==> src/hdl/csma_pkg.sv <==
// Shared types, codes and helper functions for the CSMA/CA sender state machine.
package csma_pkg;

  // Sender states, same encoding as the state result field
  typedef enum logic [2:0] {
    ST_DIFS  = 3'd0,
    ST_CONT  = 3'd1,
    ST_RTS   = 3'd2,
    ST_SEND  = 3'd3,
    ST_SIFS  = 3'd4,
    ST_WACK  = 3'd5,
    ST_DEFER = 3'd6
  } csma_state_t;

  // Input item modes
  typedef enum logic [2:0] {
    MODE_TICK    = 3'd0,
    MODE_ENQUEUE = 3'd1,
    MODE_BUSY    = 3'd2,
    MODE_ACK     = 3'd3,
    MODE_CTS     = 3'd4,
    MODE_FORCE   = 3'd5,
    MODE_SRESET  = 3'd6,
    MODE_NOP     = 3'd7
  } csma_mode_t;

  // Configuration register indexes
  typedef enum logic [2:0] {
    CFG_DIFS_SLOTS  = 3'd0,
    CFG_SIFS_SLOTS  = 3'd1,
    CFG_DATA_SLOTS  = 3'd2,
    CFG_ACK_SLOTS   = 3'd3,
    CFG_CW_MIN_LOG2 = 3'd4,
    CFG_CW_MAX_LOG2 = 3'd5,
    CFG_VCS_ENABLED = 3'd6,
    CFG_UNUSED      = 3'd7
  } csma_cfg_idx_t;

  // Register reset values
  localparam logic [7:0] DIFS_SLOTS_RST  = 8'd3;
  localparam logic [7:0] SIFS_SLOTS_RST  = 8'd1;
  localparam logic [7:0] DATA_SLOTS_RST  = 8'd10;
  localparam logic [7:0] ACK_SLOTS_RST   = 8'd2;
  localparam logic [3:0] CW_MIN_RST      = 4'd2;
  localparam logic [3:0] CW_MAX_RST      = 4'd10;

  // Widest usable backoff window (log2)
  localparam logic [3:0] WIN_LOG2_CAP    = 4'd10;
  localparam logic [8:0] RTS_DEFER_DIFS  = 9'd5;
  localparam logic [8:0] RTS_DEFER_CONT  = 9'd6;

  localparam int PEND_W    = 16;
  localparam int BACKOFF_W = 10;

  // Slot length minus one, zero treated as one slot
  function automatic logic [7:0] less_one(input logic [7:0] v);
    less_one = (v == 8'd0) ? 8'd0 : v - 8'd1;
  endfunction

  // Random draw masked to the current window
  function automatic logic [BACKOFF_W-1:0] draw_backoff(input logic [BACKOFF_W-1:0] rnd,
                                                        input logic [3:0] win);
    logic [3:0]         w;
    logic [BACKOFF_W:0] m;
    w = (win > WIN_LOG2_CAP) ? WIN_LOG2_CAP : win;
    m = ({{BACKOFF_W{1'b0}}, 1'b1} << w) - {{BACKOFF_W{1'b0}}, 1'b1};
    draw_backoff = rnd & m[BACKOFF_W-1:0];
  endfunction

  // Window doubling, capped at the maximum
  function automatic logic [3:0] widen_window(input logic [3:0] win, input logic [3:0] wmax);
    logic [4:0] w;
    w = {1'b0, win} + 5'd1;
    if (w > {1'b0, wmax}) begin
      w = {1'b0, wmax};
    end
    widen_window = w[3:0];
  endfunction

endpackage

==> src/hdl/csma_ca_sender_fsm.sv <==
// Top level of the CSMA/CA sender state machine with binary exponential backoff.
//
// Input channel (in_*): one item per transfer; mode selects a slot tick, a frame
// enqueue, a busy/ack/cts flag write, a forced state or a soft reset.
// Result channel (out_*): exactly one result per input item, showing state,
// ready_for_clearance, frame_sent, frames_pending and backoff_left after the item.
// Configuration (cfg_*): index/data writes, always ready; write only while idle.
// A slot or window register write takes effect at the next reload of the matching counter or window.
// The result is registered and valid in the cycle after the input transfer.
// Throughput: one item per cycle while in_stall is low; all state updates are a
// single level of counter decrement/compare logic between the state registers
// and the result register.
// in_stall is raised only while a result is held and out_stall is high, so the
// result register never drops or repeats a result.
// Reset (rst_n low, synchronous): configuration returns to defaults, state is
// DIFS with counters reloaded, backoff zero, no result pending.
module csma_ca_sender_fsm (
  input  logic                          clk,
  input  logic                          rst_n,
  // input channel
  input  logic                          in_valid,
  output logic                          in_stall,
  input  logic [2:0]                    in_mode,
  input  logic                          in_flag_value,
  input  logic [2:0]                    in_new_state,
  input  logic [15:0]                   in_random_word,
  // result channel
  output logic                          out_valid,
  input  logic                          out_stall,
  output logic [2:0]                    out_state,
  output logic                          out_ready_for_clearance,
  output logic                          out_frame_sent,
  output logic [csma_pkg::PEND_W-1:0]   out_frames_pending,
  output logic [csma_pkg::BACKOFF_W-1:0] out_backoff_left,
  // configuration port
  input  logic                          cfg_valid,
  output logic                          cfg_ready,
  input  logic [2:0]                    cfg_index,
  input  logic [7:0]                    cfg_data
);
  import csma_pkg::*;

  // configuration registers
  logic [7:0] difs_slots_r, sifs_slots_r, data_slots_r, ack_slots_r;
  logic [3:0] cw_min_r, cw_max_r;
  logic       vcs_en_r;

  // machine state
  csma_state_t           state_r, state_nxt;
  logic [7:0]            difs_cnt_r, difs_cnt_nxt;
  logic [7:0]            sifs_cnt_r, sifs_cnt_nxt;
  logic [8:0]            data_cnt_r, data_cnt_nxt;
  logic [7:0]            ack_cnt_r, ack_cnt_nxt;
  logic [8:0]            rts_cnt_r, rts_cnt_nxt;
  logic [BACKOFF_W-1:0]  backoff_r, backoff_nxt;
  logic [3:0]            win_r, win_nxt;
  logic [PEND_W-1:0]     pend_r, pend_nxt;
  logic                  busy_r, busy_nxt;
  logic                  ack_r, ack_nxt;
  logic                  cts_r, cts_nxt;
  logic                  rdy_r, rdy_nxt;
  logic                  sent_r, sent_nxt;

  // result register
  logic                  out_valid_r;
  logic [2:0]            out_state_r;
  logic                  out_rdy_r, out_sent_r;
  logic [PEND_W-1:0]     out_pend_r;
  logic [BACKOFF_W-1:0]  out_backoff_r;

  logic                  in_xfer;
  csma_mode_t            mode;
  logic [7:0]            am1;
  logic [3:0]            win_tmp;
  logic [BACKOFF_W-1:0]  rnd;

  assign cfg_ready = 1'b1;
  assign in_stall  = out_valid_r & out_stall;
  assign in_xfer   = in_valid & ~in_stall;
  assign mode      = csma_mode_t'(in_mode);
  assign am1       = less_one(ack_slots_r);
  assign rnd       = in_random_word[BACKOFF_W-1:0];

  // configuration writes
  always_ff @(posedge clk) begin
    if (!rst_n) begin
      difs_slots_r <= DIFS_SLOTS_RST;
      sifs_slots_r <= SIFS_SLOTS_RST;
      data_slots_r <= DATA_SLOTS_RST;
      ack_slots_r  <= ACK_SLOTS_RST;
      cw_min_r     <= CW_MIN_RST;
      cw_max_r     <= CW_MAX_RST;
      vcs_en_r     <= 1'b0;
    end else if (cfg_valid && cfg_ready) begin
      unique case (csma_cfg_idx_t'(cfg_index))
        CFG_DIFS_SLOTS:  difs_slots_r <= cfg_data;
        CFG_SIFS_SLOTS:  sifs_slots_r <= cfg_data;
        CFG_DATA_SLOTS:  data_slots_r <= cfg_data;
        CFG_ACK_SLOTS:   ack_slots_r  <= cfg_data;
        CFG_CW_MIN_LOG2: cw_min_r     <= cfg_data[3:0];
        CFG_CW_MAX_LOG2: cw_max_r     <= cfg_data[3:0];
        CFG_VCS_ENABLED: vcs_en_r     <= cfg_data[0];
        default: ;
      endcase
    end
  end

  // next state
  always_comb begin
    state_nxt = state_r;
    unique case (mode)
      MODE_TICK: begin
        unique case (state_r)
          ST_CONT: begin
            if (busy_r) begin
              state_nxt = ST_DEFER;
            end else if (backoff_r == '0) begin
              state_nxt = vcs_en_r ? ST_RTS : ST_SEND;
            end
          end
          ST_SEND: if (data_cnt_r == 9'd0) state_nxt = ST_SIFS;
          ST_WACK: if (ack_cnt_r == 8'd0) state_nxt = ST_DIFS;
          ST_RTS:  if (rts_cnt_r == 9'd0) state_nxt = cts_r ? ST_SEND : ST_DIFS;
          ST_SIFS: if (sifs_cnt_r == 8'd0) state_nxt = ST_WACK;
          ST_DIFS: begin
            if (busy_r) begin
              state_nxt = ST_DEFER;
            end else if (difs_cnt_r == 8'd0 && pend_r != '0) begin
              state_nxt = ST_CONT;
            end
          end
          default: ;
        endcase
      end
      MODE_FORCE: begin
        if (in_new_state <= 3'(ST_DEFER)) begin
          state_nxt = csma_state_t'(in_new_state);
        end
      end
      MODE_SRESET: state_nxt = ST_DIFS;
      default: ;
    endcase
  end

  // counters, window and flags
  always_comb begin
    difs_cnt_nxt = difs_cnt_r;
    sifs_cnt_nxt = sifs_cnt_r;
    data_cnt_nxt = data_cnt_r;
    ack_cnt_nxt  = ack_cnt_r;
    rts_cnt_nxt  = rts_cnt_r;
    backoff_nxt  = backoff_r;
    win_nxt      = win_r;
    pend_nxt     = pend_r;
    busy_nxt     = busy_r;
    ack_nxt      = ack_r;
    cts_nxt      = cts_r;
    rdy_nxt      = rdy_r;
    sent_nxt     = sent_r;
    win_tmp      = win_r;
    unique case (mode)
      MODE_TICK: begin
        unique case (state_r)
          ST_CONT: begin
            if (busy_r) begin
              if (vcs_en_r) rts_cnt_nxt = {1'b0, am1} + RTS_DEFER_CONT;
              data_cnt_nxt = {1'b0, less_one(data_slots_r)} + 9'd1;
            end
            if (backoff_r == '0 && !busy_r) begin
              if (vcs_en_r) rts_cnt_nxt = ({1'b0, am1} + 9'd1) << 1;
            end else if (backoff_r != '0) begin
              backoff_nxt = backoff_r - BACKOFF_W'(1);
            end
          end
          ST_SEND: begin
            if (data_cnt_r == 9'd0) begin
              data_cnt_nxt = {1'b0, less_one(data_slots_r)};
            end else begin
              data_cnt_nxt = data_cnt_r - 9'd1;
            end
          end
          ST_WACK: begin
            if (ack_cnt_r == 8'd0) begin
              if (ack_r) begin
                ack_nxt  = 1'b0;
                sent_nxt = 1'b1;
                if (pend_r != '0) pend_nxt = pend_r - PEND_W'(1);
                win_tmp  = cw_min_r;
              end else begin
                win_tmp  = widen_window(win_r, cw_max_r);
              end
              win_nxt     = win_tmp;
              backoff_nxt = draw_backoff(rnd, win_tmp);
              ack_cnt_nxt = am1;
            end else begin
              ack_cnt_nxt = ack_cnt_r - 8'd1;
            end
          end
          ST_RTS: begin
            if (rts_cnt_r == 9'd1) rdy_nxt = 1'b1;
            if (rts_cnt_r == 9'd0) begin
              rdy_nxt = 1'b0;
              if (cts_r) begin
                cts_nxt = 1'b0;
              end else begin
                win_tmp     = widen_window(win_r, cw_max_r);
                win_nxt     = win_tmp;
                backoff_nxt = draw_backoff(rnd, win_tmp);
              end
            end else begin
              rts_cnt_nxt = rts_cnt_r - 9'd1;
            end
          end
          ST_SIFS: begin
            if (sifs_cnt_r == 8'd0) begin
              sifs_cnt_nxt = less_one(sifs_slots_r);
            end else begin
              sifs_cnt_nxt = sifs_cnt_r - 8'd1;
            end
          end
          ST_DIFS: begin
            sent_nxt = 1'b0;
            if (difs_cnt_r == 8'd0) begin
              difs_cnt_nxt = less_one(difs_slots_r);
            end else begin
              difs_cnt_nxt = difs_cnt_r - 8'd1;
            end
            if (busy_r) begin
              data_cnt_nxt = {1'b0, less_one(data_slots_r)} + 9'd1;
              busy_nxt     = 1'b0;
              rts_cnt_nxt  = vcs_en_r ? ({1'b0, am1} + RTS_DEFER_DIFS) : 9'd0;
            end
          end
          ST_DEFER: busy_nxt = 1'b0;
          default: ;
        endcase
      end
      MODE_ENQUEUE: begin
        if (pend_r != {PEND_W{1'b1}}) pend_nxt = pend_r + PEND_W'(1);
      end
      MODE_BUSY: busy_nxt = in_flag_value;
      MODE_ACK:  ack_nxt  = in_flag_value;
      MODE_CTS:  cts_nxt  = in_flag_value;
      MODE_SRESET: begin
        pend_nxt     = '0;
        difs_cnt_nxt = less_one(difs_slots_r);
        sifs_cnt_nxt = less_one(sifs_slots_r);
        data_cnt_nxt = {1'b0, less_one(data_slots_r)};
        ack_cnt_nxt  = am1;
        rts_cnt_nxt  = {1'b0, am1};
        win_nxt      = cw_min_r;
        busy_nxt     = 1'b0;
        rdy_nxt      = 1'b0;
        sent_nxt     = 1'b0;
        backoff_nxt  = draw_backoff(rnd, cw_min_r);
      end
      default: ;
    endcase
  end

  // machine state registers, updated on each input transfer
  always_ff @(posedge clk) begin
    if (!rst_n) begin
      state_r    <= ST_DIFS;
      difs_cnt_r <= less_one(DIFS_SLOTS_RST);
      sifs_cnt_r <= less_one(SIFS_SLOTS_RST);
      data_cnt_r <= {1'b0, less_one(DATA_SLOTS_RST)};
      ack_cnt_r  <= less_one(ACK_SLOTS_RST);
      rts_cnt_r  <= {1'b0, less_one(ACK_SLOTS_RST)};
      backoff_r  <= '0;
      win_r      <= CW_MIN_RST;
      pend_r     <= '0;
      busy_r     <= 1'b0;
      ack_r      <= 1'b0;
      cts_r      <= 1'b0;
      rdy_r      <= 1'b0;
      sent_r     <= 1'b0;
    end else if (in_xfer) begin
      state_r    <= state_nxt;
      difs_cnt_r <= difs_cnt_nxt;
      sifs_cnt_r <= sifs_cnt_nxt;
      data_cnt_r <= data_cnt_nxt;
      ack_cnt_r  <= ack_cnt_nxt;
      rts_cnt_r  <= rts_cnt_nxt;
      backoff_r  <= backoff_nxt;
      win_r      <= win_nxt;
      pend_r     <= pend_nxt;
      busy_r     <= busy_nxt;
      ack_r      <= ack_nxt;
      cts_r      <= cts_nxt;
      rdy_r      <= rdy_nxt;
      sent_r     <= sent_nxt;
    end
  end

  // result valid
  always_ff @(posedge clk) begin
    if (!rst_n) begin
      out_valid_r <= 1'b0;
    end else if (in_xfer) begin
      out_valid_r <= 1'b1;
    end else if (!out_stall) begin
      out_valid_r <= 1'b0;
    end
  end

  // result payload
  always_ff @(posedge clk) begin
    if (in_xfer) begin
      out_state_r   <= 3'(state_nxt);
      out_rdy_r     <= rdy_nxt;
      out_sent_r    <= sent_nxt;
      out_pend_r    <= pend_nxt;
      out_backoff_r <= backoff_nxt;
    end
  end

  assign out_valid               = out_valid_r;
  assign out_state               = out_state_r;
  assign out_ready_for_clearance = out_rdy_r;
  assign out_frame_sent          = out_sent_r;
  assign out_frames_pending      = out_pend_r;
  assign out_backoff_left        = out_backoff_r;

endmodule
==> config.mk <==
export PLATFORM = sky130hd
export DESIGN_NAME = csma_ca_sender_fsm
export DESIGN_NICKNAME = d
export VERILOG_FILES = /design/src/hdl/csma_pkg.sv /design/src/hdl/csma_ca_sender_fsm.sv
export SDC_FILE = /design/constraint.sdc
export NUM_CORES = 1
export LEC_CHECK = 0
export ABC_CLOCK_PERIOD_IN_PS = 11500
export BUFFER_PORTS_ARGS = -buffer_cell sky130_fd_sc_hd__buf_4
export CAP_MARGIN = 20
export CELL_PAD_IN_SITES_DETAIL_PLACEMENT = 1
export CELL_PAD_IN_SITES_GLOBAL_PLACEMENT = 2
export CORE_MARGIN = 4
export CORE_UTILIZATION = 30
export DETAILED_ROUTE_END_ITERATION = 7
export PLACE_DENSITY_LB_ADDON = 0.1
export SYNTH_ARGS = -nofsm -noshare
export SYNTH_HDL_FRONTEND = slang
export SYNTH_SLANG_ARGS = --single-unit
==> constraint.sdc <==
create_clock -name clk -period 11.5 [get_ports clk]
set_input_delay 1.15 -clock clk [delete_from_list [all_inputs] [get_ports clk]]
set_output_delay 1.15 -clock clk [all_outputs]
set_load 0.02 [all_outputs]
==> flow_summary.toml, run 1 <==
[route]
average_via_count_per_standard_cell = 5.64
vias = 11100
first_pass_iters = 5
detail_route.drc_violations = 0
drt_first_iter_violations = 580
routed_wl_um = 40600
route.antenna.remaining_nets = 0
detail_route.wl_per_cell_um = 20.7

[final_layout]
multi_input_comb_area_um2 = 7150
finalCoreUtilization_pct = 34.2
number_of_antenna_repair_diodes = 0
layout.area.seq_um2 = 3370
final.fill_count = 4478
num-nets-final = 1546
layout-area-overhead-vs-synth_pct = 12.4
final_layout_size_suffix_gt1_share_pct = 11.3

[die]
core.rowCount = 70
die_h_um = 200
chipWidth_um = 200
design.core.area_um2 = 36500
initial_utilization_pct = 30.4
num_io_pins = 73
die_area_um2 = 40200

[worst_hold_path]
min_delay_path_depth = 2
timing.hold.worst.class = "reg -> reg"

[logic_synthesis]
cell_types_with_the_highest_counts_after_synthesis = "sky130_fd_sc_hd__nand2_1, sky130_fd_sc_hd__nor2_1, sky130_fd_sc_hd__dfxtp_1, sky130_fd_sc_hd__a21oi_1, sky130_fd_sc_hd__o21ai_0"
synth_async_sr_flop_share_pct = 0
postSynthAreaPerCell_um2 = 7.52
postSynth.topFlopCell = "sky130_fd_sc_hd__dfxtp_1"
dominant_cell_by_count_in_the_synthesized_netlist = "sky130_fd_sc_hd__nand2_1"
synth_area_um2 = 11100
top_cells_by_area_in_the_synthesized_netlist = "sky130_fd_sc_hd__dfxtp_1, sky130_fd_sc_hd__edfxtp_1, sky130_fd_sc_hd__nand2_1"
synth_cells = 1476
synth-seq-cells = 153
synth_top_area_share_pct = 22.0
yosys.area.top_type = "sky130_fd_sc_hd__dfxtp_1"
synth.distinct_cells = 94
synth-seq-area-share_pct = 30.4
synthesis.nets = 1544
yosys_warnings = 0
synth_edf_count = 31

[clock_network]
cts.root.buffer_cell = "sky130_fd_sc_hd__clkbuf_16"
clock_latency_ps = 450
cts.sink_count = 153
tritoncts = "built"
cts_made_buffers = 17
clk_pin_slew_worst_paths_ps = 70
cts_buffer_depth = 2
postCtsResizedCells = 0
cts_htree_levels = 4
post-cts-setup-buffer-count = 0
post_cts_hold_buffer_count = 0

[global_route]
number_of_antenna_violations_at_the_first_check_in_global_routing = 1
maximum_number_of_pins_on_one_net_before_global_route_repair = 53
grt_pass1_vias = 11200
grt_first_pass_wirelength_um = 64800
groute.usage.overall_pct = 19.9
gr-total-overflow = 0

[timing]
rsz0062_at_grt = "false"
report.final.hold_viol_count = 0
timing.final.setup_violations = 0
clock.fmax_mhz = 214
relSlewSlack_pct = 26.4
timing.setup.tns_ps = 0
min_period_ps = 4680
worst_pin_slew_ps = 1100
holdWs_ps = 462
finalMaxSlewViolations = 0
final_cycle_utilization_of_the_critical_path_pct = 40.7
timing.final.ws_setup_ps = 6820
clock-skew-final_ps = 7.39

[setup_path]
critPathCaptureType = "flop"
timing.critical_path.arrival_ps = 5000
r2r_cells = 15
critical_path.startpoint_type = "flop"
required_time_at_the_endpoint_of_the_critical_path_ps = 11820
reg2reg_slack_ps = 6820
criticalPathCategory = "reg -> reg"
critical_path_peak_fanout = 11

[placed_design]
gp_congestion = 0.839
buffer_ports.inserted = 65
placement.setup.worst_slack_ps = 6550
hpwl_um = 29000

[power]
power.density_nw_per_um2 = 116
report.power.total_uw = 1440
leakage_uw = 0.00458
irDropWorstVdd_v = 0.000102

[outcome]
status = "finished, final reports clean"

[job]
drv.max_cap_violation_count = 0
[layout make-up]
cell class	count	share of cell area, %
clock buffer	17	3.41
clock inverter	15	1.15
inverter	49	1.47
multi-input combinational	1175	57.3
sequential	153	27.0
tap	468	4.69
timing repair buffer	82	4.91
[path summary, 6_finish.rpt]
| path | endpoint | start |
|---|---|---|
| hold / removal | sent_r | sent_r |
| setup / recovery | out_backoff_left[6] | win_r[0] |
| setup reg to reg | out_backoff_left[6] | win_r[0] |
| hold reg to reg | sent_r | sent_r |
[metal layers]
metal | part of all wire, % | GRT usage, %
met5 | 0 | 0
met2 | 46 | 32.5
met3 | 2.7 | 2.87
met1 | 51 | 28.1
met4 | 1.1 | 4.01
[power breakdown]
group / internal, uW / switching (uW)
logic: 99.5 / 181
registers: 567 / 24.9
clock network: 302 / 269
[kinds of logic (layout without fill, tap and decap cells)]
| logic type | after synthesis | in the layout | share of synthesized area, % |
|---|---|---|---|
| buf+inv | 148 | 163 | 5.33 |
| mux | 32 | 32 | 2.93 |
| xor+xnor | 48 | 48 | 3.79 |
| simple gates | 615 | 615 | 27.5 |
| fa+ha+maj | 29 | 29 | 3.27 |
| flops | 153 | 153 | 30.4 |
| compound gates | 450 | 450 | 26.8 |
| other cells | 1 | 1 | 0.0338 |
[sequential cells by signal, indices dropped and copies added, names as in the netlist, 4 cells and up]
name / cells
sifs_cnt_r: 8
backoff_r: 10
difs_cnt_r: 8
out_frames_pending: 16
cw_max_r: 4
win_r: 4
pend_r: 16
difs_slots_r: 8
out_backoff_left: 10
cw_min_r: 4
ack_cnt_r: 8
ack_slots_r: 8
data_cnt_r: 9
rts_cnt_r: 9
sifs_slots_r: 8
data_slots_r: 8
[metrics by stage]
stage	instances	instance area [um2]
after floorplan	1476	11100
after global placement	1925	11900
after detailed placement	1925	11900
after CTS	1957	12500
after global routing	1959	12500
final	1959	12500
[placed cells by master, fill, tap and decap left out, drive strengths merged, types with 17 or more instances in the layout]
cell type,Yosys,routed
o211ai,20,20
or3,22,22
mux2i,28,28
nor2,135,135
a31oi,18,18
a21oi,113,113
nand3,45,45
buf,20,81
clkbuf,79,18
dfxtp,122,122
xnor2,32,32
nor2b,17,17
nand2,208,208
a22oi,18,18
inv,49,54
o21ai,108,108
o22ai,22,22
ha,29,29
edfxtp,31,31
nor4,23,23
nor3,64,64
[worst max-delay path, stage by stage, from the launching register on]
cell and delay, ps:
sky130_fd_sc_hd__dfxtp_1 410, sky130_fd_sc_hd__ha_1 270, sky130_fd_sc_hd__xnor2_1 400, sky130_fd_sc_hd__inv_1 220, sky130_fd_sc_hd__ha_1 350, sky130_fd_sc_hd__a21o_1 170, sky130_fd_sc_hd__a211o_1 440, sky130_fd_sc_hd__o2111a_1 340
sky130_fd_sc_hd__nor3_4 330, sky130_fd_sc_hd__and2_1 260, sky130_fd_sc_hd__nand3_1 100, sky130_fd_sc_hd__ha_1 280, sky130_fd_sc_hd__or3_1 400, sky130_fd_sc_hd__a2111oi_2 380, sky130_fd_sc_hd__o211ai_1 150, sky130_fd_sc_hd__nand2_1 70
(Power assumes the default switching activity.)
==> run 2, diff against run 1 <==
ABC_CLOCK_PERIOD_IN_PS = 4640   (was 11500)
clock period = 4.64 ns   (was 11.5 ns; I/O delays follow)
==> run 2 against run 1 <==
Against the previous run:
- non-clock buffer count rose by 18
- sequential power rose by 150%
- routed wire length rose by 0.64%
- clock skew rose by 4.6 ps
- register-to-register slack got worse by 6400 ps
- clock power rose to 2.7 times the previous value
- critical path type unchanged
==> flow_summary.toml, run 2 (synthesis gave the netlist of run 1 again) <==
[final_layout]
final_layout_size_suffix_gt1_share_pct = 12.3
layout.area.seq_um2 = 3370
mostFrequentLayoutCell = "sky130_fd_sc_hd__nand2_1"
stdcell_area_um2 = 12700
layout-area-overhead-vs-synth_pct = 14.1
number_of_antenna_repair_diodes = 0
mostFrequentLayoutCells = "sky130_fd_sc_hd__nand2_1, sky130_fd_sc_hd__nor2_1, sky130_fd_sc_hd__dfxtp_1, sky130_fd_sc_hd__a21oi_1, sky130_fd_sc_hd__o21ai_0"
final.fill_count = 4458
multi_input_comb_area_um2 = 7150
finalCoreUtilization_pct = 34.7
num-nets-final = 1564

[timing]
worst_pin_slew_ps = 995
rsz0062_at_grt = "false"
clock-skew-final_ps = 12.0
clock.fmax_mhz = 237
timing.setup.tns_ps = 0
finalMaxSlewViolations = 0
report.final.hold_viol_count = 0
relSlewSlack_pct = 33.2
min_period_ps = 4220
timing.final.setup_violations = 0
final_cycle_utilization_of_the_critical_path_pct = 91.0

[route]
average_via_count_per_standard_cell = 5.66
detail_route.drc_violations = 0
vias = 11200
drt_first_iter_violations = 544
route.antenna.remaining_nets = 0
routed_wl_um = 40900
first_pass_iters = 5
detail_route.wl_per_cell_um = 20.7

[outcome]
status = "finished, final reports clean"

[placed_design]
hpwl_um = 29500
buffer_ports.inserted = 65
gp_congestion = 0.841
placed_cell_area_um2 = 12000

[global_route]
maximum_number_of_pins_on_one_net_before_global_route_repair = 52
groute.usage.overall_pct = 20.1
number_of_antenna_violations_at_the_first_check_in_global_routing = 0
grt_pass1_vias = 11200
grt_first_pass_wirelength_um = 65300
gr-total-overflow = 0

[setup_path]
path_cells = "ha_1, xnor2_1, inv_1, ha_1, a21o_1, a211o_1, o2111a_1, nor3_4, and2_1, nand3_1, ha_1, or3_1, a2111oi_2, o211ai_1, nand2_1"
cp_slowest_cell = "sky130_fd_sc_hd__a211o_1"
criticalPathCategory = "reg -> reg"
cp-startpoint = "win_r[0]"
critical_path_peak_fanout = 11
critPathCaptureType = "flop"
worst_path_most_repeated_cell = "sky130_fd_sc_hd__ha_1"
critical_path.startpoint_type = "flop"
timing.critical_path.arrival_ps = 4550
required_time_at_the_endpoint_of_the_critical_path_ps = 4970
reg2reg_from = "win_r[0]"
slowest_delay_ps = 430

[die]
num_io_pins = 73
core.rowCount = 70
chipWidth_um = 200
die_area_um2 = 40200
design.core.area_um2 = 36500
die_h_um = 200
initial_utilization_pct = 30.4

[clock_network]
cts_buffer_depth = 2
clock_latency_ps = 460
cts.sink_count = 153
tritoncts = "built"
cts_htree_levels = 4
cts_made_buffers = 17
cts.root.buffer_cell = "sky130_fd_sc_hd__clkbuf_16"
clk_pin_slew_worst_paths_ps = 70

[worst_hold_path]
timing.hold.worst.class = "in -> reg"
hp-start = "in_valid"

[power]
leakage_uw = 0.00471
power.density_nw_per_um2 = 293
irDropWorstVdd_v = 0.000276

[job]
drv.max_cap_violation_count = 0
==> run 2: layer usage <==
metal / wire length [um] / GRT usage, %
met1: 20300 / 28.0
met2: 18800 / 32.9
met3: 1360 / 3.22
met4: 491 / 4.20
met5: 0 / 0
==> run 2: through the flow <==
| stage | total power, uW | std cells | hold slack, ps | setup WS [ps] |
|---|---|---|---|---|
| 2_1_floorplan | 1950 | 1476 | 436 | 657 |
| 3_3_place_gp | 2200 | 1943 | 443 | 396 |
| 3_5_place_dp | 2210 | 1943 | 452 | 338 |
| 4_1_cts | 3760 | 1975 | 210 | 313 |
| 5_1_grt | 3900 | 1977 | 235 | 104 |
| 6_report | 3720 | 1977 | 232 | 417 |
==> run 2: timing repair <==
action / 4_1_cts / 5_1_grt
endpoints found under the setup margin: 0 / 1
setup buffers: 0 / 0
hold buffers: 0 / 0
resized for setup: 0 / 1
==> run 2: critical path, delay by kind of cell (launching register included) <==
kind	cells	cell delay (ps)
simple gates	5	1140
flops	1	380
fa+ha+maj	3	830
compound gates	5	1410
buf+inv	1	140
xor+xnor	1	190
==> run 2: layout make-up <==
class	count	share of cell area, %
Tap cell	468	4.62
Clock inverter	10	1.08
Timing Repair Buffer	100	5.91
Sequential cell	153	26.6
Inverter	49	1.45
Clock buffer	22	3.83
Multi-Input combinational cell	1175	56.5
==> run 2: final timing paths <==
path | depth (start not counted) | slack [ps] | end
max | 15 | 420 | out_backoff_left[6]
min | 2 | 230 | out_valid
max reg2reg | 15 | 420 | out_backoff_left[6]
min reg2reg | 2 | 460 | rdy_r
==> run 2: report_power, final <==
part           internal, uW  switching, uW
logic                   257            462
clock network           908            631
registers              1410           53.9
total                  2570           1150
